[src/sv/rtem_pkg.sv]
// shared types, field widths and status codes for the exact-match route table
package rtem_pkg;

    // default number of table entries
    localparam int DEFAULT_TABLE_DEPTH = 16;

    // field widths
    localparam int ADDR_W   = 32;
    localparam int PORT_W   = 8;
    localparam int LIFE_W   = 16;
    localparam int STATUS_W = 3;
    localparam int COUNT_W  = 5;

    // stream widths
    localparam int S_TDATA_W = 120;
    localparam int S_TUSER_W = 1;
    localparam int M_TDATA_W = 96;
    localparam int M_TUSER_W = STATUS_W;

    // operation kinds
    localparam logic KIND_ADD    = 1'b0;
    localparam logic KIND_REMOVE = 1'b1;

    // result status codes
    localparam logic [STATUS_W-1:0] ST_INSERTED = 3'd0;
    localparam logic [STATUS_W-1:0] ST_UPDATED  = 3'd1;
    localparam logic [STATUS_W-1:0] ST_REMOVED  = 3'd2;
    localparam logic [STATUS_W-1:0] ST_NOTFOUND = 3'd3;
    localparam logic [STATUS_W-1:0] ST_FULL     = 3'd4;

    // payload of one route entry, besides its key
    typedef struct packed {
        logic [ADDR_W-1:0] net_mask;
        logic [ADDR_W-1:0] gateway;
        logic [PORT_W-1:0] port_number;
        logic [LIFE_W-1:0] lifetime;
    } t_entry;

    // search token handed from cell to cell
    typedef struct packed {
        logic              vld;
        logic [ADDR_W-1:0] key;
        logic              hit;
        logic              free;
        t_entry            old;
    } t_token;

    // write command broadcast to the cells, steered by an index
    typedef struct packed {
        logic              ins;
        logic              upd;
        logic              del;
        logic [ADDR_W-1:0] key;
        t_entry            entry;
    } t_wr_cmd;

endpackage

[src/sv/rtem_cell.sv]
// one table entry with its search stage in the cell chain
module rtem_cell #(
    parameter int IDX_W    = 4,
    parameter int CELL_IDX = 0
) (
    input  logic                 i_clk,
    input  logic                 i_rst_n,
    input  rtem_pkg::t_token     i_tok,
    input  logic [IDX_W-1:0]     i_hit_idx,
    input  logic [IDX_W-1:0]     i_free_idx,
    output rtem_pkg::t_token     o_tok,
    output logic [IDX_W-1:0]     o_hit_idx,
    output logic [IDX_W-1:0]     o_free_idx,
    input  rtem_pkg::t_wr_cmd    i_wr,
    input  logic [IDX_W-1:0]     i_wr_idx
);

    localparam logic [IDX_W-1:0] MY_IDX = IDX_W'(CELL_IDX);

    logic                        r_valid;
    logic [rtem_pkg::ADDR_W-1:0] r_target;
    rtem_pkg::t_entry            r_entry;

    rtem_pkg::t_token r_tok;
    rtem_pkg::t_token n_tok;
    logic [IDX_W-1:0] r_hit_idx;
    logic [IDX_W-1:0] n_hit_idx;
    logic [IDX_W-1:0] r_free_idx;
    logic [IDX_W-1:0] n_free_idx;

    logic match;
    logic wr_sel;

    // compare against this entry, first hit and first free slot win
    assign match = r_valid && (r_target == i_tok.key);

    always_comb begin
        n_tok      = i_tok;
        n_hit_idx  = i_hit_idx;
        n_free_idx = i_free_idx;
        if (!i_tok.hit && match) begin
            n_tok.hit = 1'b1;
            n_tok.old = r_entry;
            n_hit_idx = MY_IDX;
        end
        if (!i_tok.free && !r_valid) begin
            n_tok.free = 1'b1;
            n_free_idx = MY_IDX;
        end
    end

    // token stage register
    always_ff @(posedge i_clk) begin
        if (!i_rst_n) begin
            r_tok.vld <= 1'b0;
        end else begin
            r_tok      <= n_tok;
            r_hit_idx  <= n_hit_idx;
            r_free_idx <= n_free_idx;
        end
    end

    assign o_tok      = r_tok;
    assign o_hit_idx  = r_hit_idx;
    assign o_free_idx = r_free_idx;

    // entry storage, written by the broadcast command
    assign wr_sel = (i_wr_idx == MY_IDX);

    always_ff @(posedge i_clk) begin
        if (!i_rst_n) begin
            r_valid <= 1'b0;
        end else if (wr_sel) begin
            if (i_wr.ins) begin
                r_valid  <= 1'b1;
                r_target <= i_wr.key;
                r_entry  <= i_wr.entry;
            end
            if (i_wr.upd) begin
                r_entry.lifetime <= i_wr.entry.lifetime;
            end
            if (i_wr.del) begin
                r_valid <= 1'b0;
            end
        end
    end

endmodule

[src/sv/route_table_exact_match_store.sv]
// Exact-match route table built as a chain of entry cells.
// Input stream (s_*): one beat is one add/update or remove request; tuser
// carries the kind (0 add or update, 1 remove), tdata the target, mask,
// gateway, interface and lifetime. Output stream (m_*): one beat per
// request; tuser carries the status, tdata the entry count after the
// operation and the fields of a removed entry (zero otherwise).
// A request travels the chain one cell per cycle, so a search passes every
// cell; the decision at the chain's end applies the write and forms the
// result, and the result is loaded into the output register once it frees.
// The next request is taken only after that load.
// s_tready is high only while no request is in the chain.
// Reset (synchronous, active low) clears every valid bit, the entry count
// and the output valid; the table is usable in the next cycle.
// When the receiver stalls, the finished result waits in the output
// register; a new request may still be taken and searched, and its result
// waits in the control logic until the output register frees.
module route_table_exact_match_store #(
    parameter int TABLE_DEPTH = rtem_pkg::DEFAULT_TABLE_DEPTH
) (
    input  logic                           i_clk,
    input  logic                           i_rst_n,
    input  logic                           s_tvalid,
    output logic                           s_tready,
    // target[31:0], net_mask[63:32], gateway[95:64], port_number[103:96],
    // lifetime[119:104]
    input  logic [rtem_pkg::S_TDATA_W-1:0] s_tdata,
    // kind[0]
    input  logic [rtem_pkg::S_TUSER_W-1:0] s_tuser,
    output logic                           m_tvalid,
    input  logic                           m_tready,
    // entry_count[4:0], old_mask[36:5], old_gateway[68:37], old_port[76:69],
    // old_lifetime[92:77], zero[95:93]
    output logic [rtem_pkg::M_TDATA_W-1:0] m_tdata,
    // status[2:0]
    output logic [rtem_pkg::M_TUSER_W-1:0] m_tuser
);

    localparam int IDX_W = $clog2(TABLE_DEPTH);
    localparam int CNT_W = $clog2(TABLE_DEPTH + 1);

    localparam logic [1:0] S_IDLE = 2'd0;
    localparam logic [1:0] S_SCAN = 2'd1;
    localparam logic [1:0] S_OUT  = 2'd2;

    logic [1:0] r_state;
    logic [1:0] n_state;

    // held request
    logic                        r_kind;
    logic [rtem_pkg::ADDR_W-1:0] r_key;
    rtem_pkg::t_entry            r_req;

    logic [CNT_W-1:0] r_count;
    logic [CNT_W-1:0] n_count;

    // pending result
    logic [rtem_pkg::STATUS_W-1:0] r_res_status;
    logic [rtem_pkg::STATUS_W-1:0] n_res_status;
    rtem_pkg::t_entry              r_res_old;
    rtem_pkg::t_entry              n_res_old;

    // output register
    logic                          r_out_vld;
    logic [rtem_pkg::STATUS_W-1:0] r_out_status;
    logic [rtem_pkg::COUNT_W-1:0]  r_out_count;
    rtem_pkg::t_entry              r_out_old;

    rtem_pkg::t_token  w_tok      [0:TABLE_DEPTH];
    logic [IDX_W-1:0]  w_hit_idx  [0:TABLE_DEPTH];
    logic [IDX_W-1:0]  w_free_idx [0:TABLE_DEPTH];
    rtem_pkg::t_wr_cmd n_wr;
    rtem_pkg::t_wr_cmd w_wr;
    logic [IDX_W-1:0]  n_wr_idx;

    logic s_acc;
    logic decide;
    logic out_load;

    rtem_pkg::t_token tok_end;

    assign s_tready = (r_state == S_IDLE);
    assign s_acc    = s_tvalid && s_tready;
    assign tok_end  = w_tok[TABLE_DEPTH];
    assign decide   = (r_state == S_SCAN) && tok_end.vld;
    assign out_load = (r_state == S_OUT) && (!r_out_vld || m_tready);

    // inject the search token into the first cell
    always_comb begin
        w_tok[0]      = '0;
        w_tok[0].vld  = s_acc;
        w_tok[0].key  = s_tdata[31:0];
        w_hit_idx[0]  = '0;
        w_free_idx[0] = '0;
    end

    // cell chain
    for (genvar g = 0; g < TABLE_DEPTH; g++) begin : g_cell
        rtem_cell #(
            .IDX_W    (IDX_W),
            .CELL_IDX (g)
        ) u_cell (
            .i_clk      (i_clk),
            .i_rst_n    (i_rst_n),
            .i_tok      (w_tok[g]),
            .i_hit_idx  (w_hit_idx[g]),
            .i_free_idx (w_free_idx[g]),
            .o_tok      (w_tok[g+1]),
            .o_hit_idx  (w_hit_idx[g+1]),
            .o_free_idx (w_free_idx[g+1]),
            .i_wr       (w_wr),
            .i_wr_idx   (n_wr_idx)
        );
    end

    // decision at the end of the chain
    always_comb begin
        n_wr         = '0;
        n_wr.key     = r_key;
        n_wr.entry   = r_req;
        n_wr_idx     = w_hit_idx[TABLE_DEPTH];
        n_count      = r_count;
        n_res_status = rtem_pkg::ST_NOTFOUND;
        n_res_old    = '0;
        if (r_kind == rtem_pkg::KIND_ADD) begin
            if (tok_end.hit) begin
                n_wr.upd     = 1'b1;
                n_res_status = rtem_pkg::ST_UPDATED;
            end else if (tok_end.free) begin
                n_wr.ins     = 1'b1;
                n_wr_idx     = w_free_idx[TABLE_DEPTH];
                n_count      = r_count + CNT_W'(1);
                n_res_status = rtem_pkg::ST_INSERTED;
            end else begin
                n_res_status = rtem_pkg::ST_FULL;
            end
        end else begin
            if (tok_end.hit) begin
                n_wr.del     = 1'b1;
                n_count      = r_count - CNT_W'(1);
                n_res_status = rtem_pkg::ST_REMOVED;
                n_res_old    = tok_end.old;
            end
        end
    end

    // write command goes out only in the decision cycle
    always_comb begin
        w_wr = n_wr;
        if (!decide) begin
            w_wr.ins = 1'b0;
            w_wr.upd = 1'b0;
            w_wr.del = 1'b0;
        end
    end

    // sequencer
    always_comb begin
        n_state = r_state;
        unique case (r_state)
            S_IDLE: begin
                if (s_acc) begin
                    n_state = S_SCAN;
                end
            end
            S_SCAN: begin
                if (decide) begin
                    n_state = S_OUT;
                end
            end
            S_OUT: begin
                if (out_load) begin
                    n_state = S_IDLE;
                end
            end
            default: begin
                n_state = S_IDLE;
            end
        endcase
    end

    always_ff @(posedge i_clk) begin
        if (!i_rst_n) begin
            r_state <= S_IDLE;
            r_count <= '0;
        end else begin
            r_state <= n_state;
            if (decide) begin
                r_count <= n_count;
            end
        end
    end

    // request and pending result capture
    always_ff @(posedge i_clk) begin
        if (s_acc) begin
            r_kind               <= s_tuser[0];
            r_key                <= s_tdata[31:0];
            r_req.net_mask       <= s_tdata[63:32];
            r_req.gateway        <= s_tdata[95:64];
            r_req.port_number    <= s_tdata[103:96];
            r_req.lifetime       <= s_tdata[119:104];
        end
        if (decide) begin
            r_res_status <= n_res_status;
            r_res_old    <= n_res_old;
        end
    end

    // output register
    always_ff @(posedge i_clk) begin
        if (!i_rst_n) begin
            r_out_vld <= 1'b0;
        end else if (out_load) begin
            r_out_vld <= 1'b1;
        end else if (m_tready) begin
            r_out_vld <= 1'b0;
        end
    end

    always_ff @(posedge i_clk) begin
        if (out_load) begin
            r_out_status <= r_res_status;
            r_out_count  <= rtem_pkg::COUNT_W'(r_count);
            r_out_old    <= r_res_old;
        end
    end

    assign m_tvalid = r_out_vld;
    assign m_tuser  = r_out_status;
    assign m_tdata  = {3'b000,
                       r_out_old.lifetime,
                       r_out_old.port_number,
                       r_out_old.gateway,
                       r_out_old.net_mask,
                       r_out_count};

endmodule

[config.mk]
export PLATFORM = sky130hd
export DESIGN_NAME = route_table_exact_match_store
export DESIGN_NICKNAME = d
export VERILOG_FILES = /design/src/sv/rtem_pkg.sv /design/src/sv/rtem_cell.sv /design/src/sv/route_table_exact_match_store.sv
export SDC_FILE = /design/constraint.sdc
export NUM_CORES = 2
export LEC_CHECK = 0
export BUFFER_PORTS_ARGS = -buffer_cell sky130_fd_sc_hd__clkbuf_2
export CAP_MARGIN = 20
export CORE_MARGIN = 3
export CORE_UTILIZATION = 30
export CTS_CLUSTER_SIZE = 20
export DETAILED_ROUTE_END_ITERATION = 6
export GPL_TIMING_DRIVEN = 0
export SLEW_MARGIN = 20
export SYNTH_ARGS = -nofsm -noshare
export SYNTH_HDL_FRONTEND = slang
export SYNTH_SLANG_ARGS = --single-unit
[constraint.sdc]
create_clock -name i_clk -period 19.7 [get_ports i_clk]
set_clock_uncertainty 0.1 [all_clocks]
set_input_delay 3.94 -clock i_clk [delete_from_list [all_inputs] [get_ports i_clk]]
set_output_delay 3.94 -clock i_clk [all_outputs]
set_load 0.02 [all_outputs]
==> Word-level counts from Yosys, hierarchy flattened <==
Index checks and enable logic that the tools add are counted.
{ "op_classes": {"add_sub_neg": 2, "n_eq_ne": 38, "n_reduce_logical": 153, "mux": 74} }
{ "op_table": {"columns": ["cell", "n"], "rows": [
  ["88-bit 2-to-1 mux", 15],
  ["32-bit == test", 16],
  ["16-bit 2-to-1 mux", 32],
  ["3-bit AND reduction", 33],
  ["1-bit logical AND", 49],
  ["1-bit zero test", 46],
  ["2-bit AND reduction", 17],
  ["4-bit == test (second input constant)", 8],
  ["5-bit 2-to-1 mux", 4],
  ["4-bit by 3-bit == test with 1-bit output (second input constant)", 4],
  ["3-bit 2-to-1 mux", 4],
  ["4-bit 2-to-1 mux", 3],
  ["1-bit 2-to-1 mux", 11],
  ["4-bit by 2-bit == test with 1-bit output (second input constant)", 2],
  ["2-bit 2-to-1 mux", 4],
  ["2-bit nonzero test", 4],
  ["2-bit inequality test (second input constant)", 3],
  ["2-bit case mux with 3 select lines", 1],
  ["5-bit by 1-bit adder with 5-bit output (second input constant)", 1],
  ["5-bit by 1-bit subtractor with 5-bit output (second input constant)", 1],
  ["4-bit by 1-bit == test with 1-bit output (second input constant)", 1],
  ["4-bit zero test", 1],
  ["2-bit by 1-bit inequality test with 1-bit output (second input constant)", 2],
  ["4-bit AND reduction", 1],
  ["4 further kinds", 4]
]} }
{ "totals": {"output_inout_bits": 101, "regBits": 4286, "in_bits": 125} }

==> Logic depth before layout (Yosys ltp) <==
{ "logic_depth": {"depth_word": 6, "ltp_mapped": 7, "mapped_depth_nobuf": 7} }

==> By module <==
From an unflattened synthesis, not the netlist that was laid out.
{ "unflattened": {"cells_unflattened": 7089, "hier_area_um2": 159420.4} }
{ "by_module_without_submodules": {"columns": ["mod", "cells_per_inst", "n_inst", "area_each_um2", "seq_area_each_um2"], "rows": [
  ["rtem_cell (g_cell[10].u_cell ...)", 413, 8, 9308.9, 7547.2],
  ["rtem_cell (g_cell[15].u_cell ...)", 413, 5, 9307.7, 7547.2],
  ["rtem_cell (g_cell[12].u_cell ...)", 414, 2, 9307.7, 7547.2],
  ["route_table_exact_match_store", 479, 1, 10490.1, 9409.0],
  ["rtem_cell (g_cell[0].u_cell)", 413, 1, 9305.2, 7547.2]
]} }

==> Least setup slack after synthesis <==
Ideal clock, no wire load.
{ "synth_timing": {"path_type": "in2reg", "from": "in i_rst_n", "to": "reg g_cell[12].u_cell.r_entry[16] (netlist bit), enable pin", "t_arrival_ns": 8.726, "slack_ns": 10.305, "setup_time_ns": 0.568, "stages": 3, "cell_sequence": "nand3_1 -> clkbuf_1 -> nor2_1"} }
{ "synth_via": {"elab_chain_cells": 1} }
{ "synth_rtl": {"columns": ["element", "line", "rtl"], "rows": [
  ["start: declaration", "route_table_exact_match_store.sv:21", "input logic i_rst_n,"],
  ["3-bit AND reduction (no line)", null, null],
  ["end signal: assignment", "rtem_cell.sv:77", "r_entry <= i_wr.entry;"],
  ["end: declaration", "rtem_cell.sv:22", "rtem_pkg::t_entry r_entry;"]
]} }
Every way passes these cells.
A chain may end at the register's enable or synchronous reset.

==> Worst setup path after layout <==
{ "layout_timing": {"from": "in i_rst_n", "to": "reg g_cell[5].u_cell.r_entry[64] (netlist bit), enable pin"} }
{ "layout_via": {"elab_chain_cells": 1} }
{ "layout_rtl": {"columns": ["element", "line"], "rows": [
  ["3-bit AND reduction (no line)", null],
  ["end signal: assignment", "rtem_cell.sv:77"],
  ["end: declaration", "rtem_cell.sv:22"]
]} }
Every way passes these cells.

==> flow_metrics.env <==
export IMPL_cts_max_level=5
export IMPL_gp_congestion=0.7855
export IMPL_final_setup_viol_count=0
export IMPL_dp_hpwl_mm=221.8
export IMPL_timing_setup_tns_ns=0
export IMPL_synth_area_sq_um=153000
export IMPL_leakagePower_nw=57.86
export IMPL_gr_usage_all_layers_pct=12.46
export IMPL_postSynthAreaPerCell_sq_um=21.84
export IMPL_via_per_inst=4.397
export IMPL_cp_buffers_inverters=9
export IMPL_port_buffers=222
export IMPL_yosysUniqueCellTypes=55
export IMPL_clock_sinks=4286
export IMPL_area_delta_synth_final_pct=17.39
export IMPL_internal_power_w=0.01490
export IMPL_yosysSeqAreaShare_pct=83.87
export IMPL_die_area_sq_um=518600
export IMPL_r2r_cells=8
export IMPL_overflow=0
export IMPL_swShare_pct=20.20
export IMPL_cts_buffers=420
export IMPL_p_comb_share_pct=2.1
export IMPL_cp_slowest_cell="nor2_4"
export IMPL_first_iter_violations=6047
export IMPL_start_kind="input port"
export IMPL_fillers=46021
export IMPL_worst_slew_pin_slew_ns=1.154
export IMPL_insertion_delay_ns=1.01
export IMPL_synthArstFlopShare_pct=0
export IMPL_slew_viol_final=0
export IMPL_path_max_fanout=95
export IMPL_crit_chain="clkbuf_8 > buf_16 > buf_16 > buf_16 > buf_16 > nand3_1 > clkbuf_2 > nor2_4 > buf_12 > buf_16 > buf_12"
export IMPL_layout_common_cells="edfxtp_1, mux2_2, xnor2_1"
export IMPL_worstPathArrival_ns=8.59
export IMPL_antenna_found_initial=51
export IMPL_max_stage_delay_ns=0.66
export IMPL_grt_max_degree=96
export IMPL_holdWs_ns=0.2952
export IMPL_ys_warn_count=0
export IMPL_max_clock_freq_mhz=125.0
export IMPL_hold_path_class="flop to flop"
export IMPL_switchingPower_w=0.003771
export IMPL_die_h_um=720.1
export IMPL_status="finished, violations left"
export IMPL_worstPathRequired_ns=20.29
export IMPL_endpoint_kind="flop"
export IMPL_mostFrequentLayoutCell="edfxtp_1"
export IMPL_num_rows=261
export IMPL_drc=14
export IMPL_clock_path_buffers=4
export IMPL_drt_wirelength_per_cell_um=22.27
export IMPL_slew_headroom_pct=23.09
export IMPL_via_count=65411
export IMPL_crit_family="buffers and inverters"
export IMPL_ir_drop_mv=0.08433
export IMPL_crit_top_cell="buf_16"
export IMPL_grt_pass1_vias=69078
export IMPL_first_pass_iters=7
export IMPL_ys_ff_latch=4286
export IMPL_worst_path_stages=11
export IMPL_final_nets=7940
export IMPL_ant_nets=0
export IMPL_coreArea_sq_um=506500
export IMPL_drive_gt1_share_pct=30.43
export IMPL_regArea_sq_um=128300
export IMPL_whs_path_depth=0
export IMPL_io_pins=226
export IMPL_synth_ff_type="edfxtp_1"
export IMPL_finalCriticalPeriod_ns=8.002
export IMPL_multi_input_area_sq_um=23860
export IMPL_netlist_instances=7005
export IMPL_maxCapViolCount=0
export IMPL_powerDensity_nw_per_um2=104.0
export IMPL_initial_core_util_pct=30.20
export IMPL_violations="design-rule violations"
export IMPL_period_share_pct=40.62
export IMPL_hold_buffers=0
export IMPL_cts_resized=0
export IMPL_post_cts_buffers=0
export IMPL_pwr_share_clk_pct=41.8
export IMPL_worst_setup_path_type="input port to flop"
export IMPL_seqPwrFrac_pct=56.1
export IMPL_drt_total_wl_mm=331.3
export IMPL_die_x_um=720.1
export IMPL_hold_viol_final=0
export IMPL_cts_tree="done"
export IMPL_rsz0062_at_grt="false"
export IMPL_clkTransAtPathRegs_ns=0.06
export IMPL_grt_pass1_wl_mm=482.1
export IMPL_root_buffer="clkbuf_16"
export IMPL_synth_edf_count=4246
-- power by group through the flow --
stage	sequential [W]	clock (W)	combinational, W
6_report	0.0105	0.00780	0.000395
5_1_grt	0.0105	0.00836	0.000430
4_1_cts	0.0105	0.00801	0.000398
3_5_place_dp	0.0107	0	0.000393
3_3_place_gp	0.0111	0	0.000352
2_1_floorplan	0.0106	0	0.000190
-- flip-flops by register name, indices dropped and copies added (netlist names), 32 cells and up --
register and flops:
g_cell.u_cell.o_tok 1936, g_cell.u_cell.r_target 512, g_cell.u_cell.o_free_idx 49, g_cell.u_cell.r_entry 1408
r_key 32, m_tdata 88, n_wr 88, g_cell.u_cell.o_hit_idx 49
r_res_old 88
-- logic make-up after synthesis --
group / synth area share, %
AOI/OAI and AO/OA: 0.2715
xor gates and xnor gates: 2.925
adders and majority gates: 0.06216
buffers and inverters: 0.6551
DFF: 83.87
muxes: 9.758
other: 0.002451
and+or+nand+nor: 2.459
-- routing by layer --
layer	vias to the layer above	track usage, %	wire [um]
li1	29105	-	-
met1	34286	16.70	145100
met2	1536	20.87	161100
met3	476	2.174	16180
met4	8	3.359	8771
met5	-	0	38
-- synth_stat cells (27+ instances only) --
master | count | area [sq um]
dfxtp_1 | 40 | 800.8
xor2_1 | 50 | 437.9
nand4_1 | 110 | 688.2
mux2_2 | 1308 | 14730
edfxtp_1 | 4246 | 127500
and2_1 | 212 | 1326
buf_2 | 90 | 450.4
clkbuf_1 | 60 | 225.2
nor2b_1 | 27 | 168.9
nand2b_1 | 64 | 400.4
nor2_1 | 80 | 300.3
nor3_1 | 28 | 140.1
xnor2_1 | 461 | 4038
-- worst reg2reg max path: cells and delay by family, from the launching register on --
family / cells / cell delay, ns
DFF: 1 / 0.61
buffers and inverters: 5 / 1.68
and+or+nand+nor: 3 / 1.97
-- metrics by stage --
stage	util (%)	cell area [sq um]	instances	worst slack [ns]	power, W
floorplan	-	153000	7007	10.31	0.01077
finish	35.46	179600	14877	11.70	0.01867
global placement	32.08	162500	13935	-45.13	0.01142
detailed placement	32.79	166100	14088	10.70	0.01107
CTS	35.43	179500	14861	11.82	0.01889
global route	35.45	179600	14867	11.52	0.01930
-- area by class of cell --
cell class | instances | share of cell area, %
clock buffer | 512 | 6.129
sequential | 4286 | 71.44
tap | 6706 | 4.672
multi-input combinational | 2526 | 13.28
buffer | 182 | 0.5504
timing repair buffer | 379 | 2.557
antenna | 12 | 0.01672
clock inverter | 261 | 1.320
inverter | 13 | 0.02717
-- path summary, 6_finish.rpt --
path,from,endpoint,slack [ns]
setup / recovery,i_rst_n,g_cell[5].u_cell.r_entry[64],11.70
hold / removal,r_res_old[34],m_tdata[47],0.30
setup reg to reg,r_kind,g_cell[5].u_cell.r_entry[64],15.07
hold reg to reg,r_res_old[34],m_tdata[47],0.30
(Power assumes the default switching activity.)
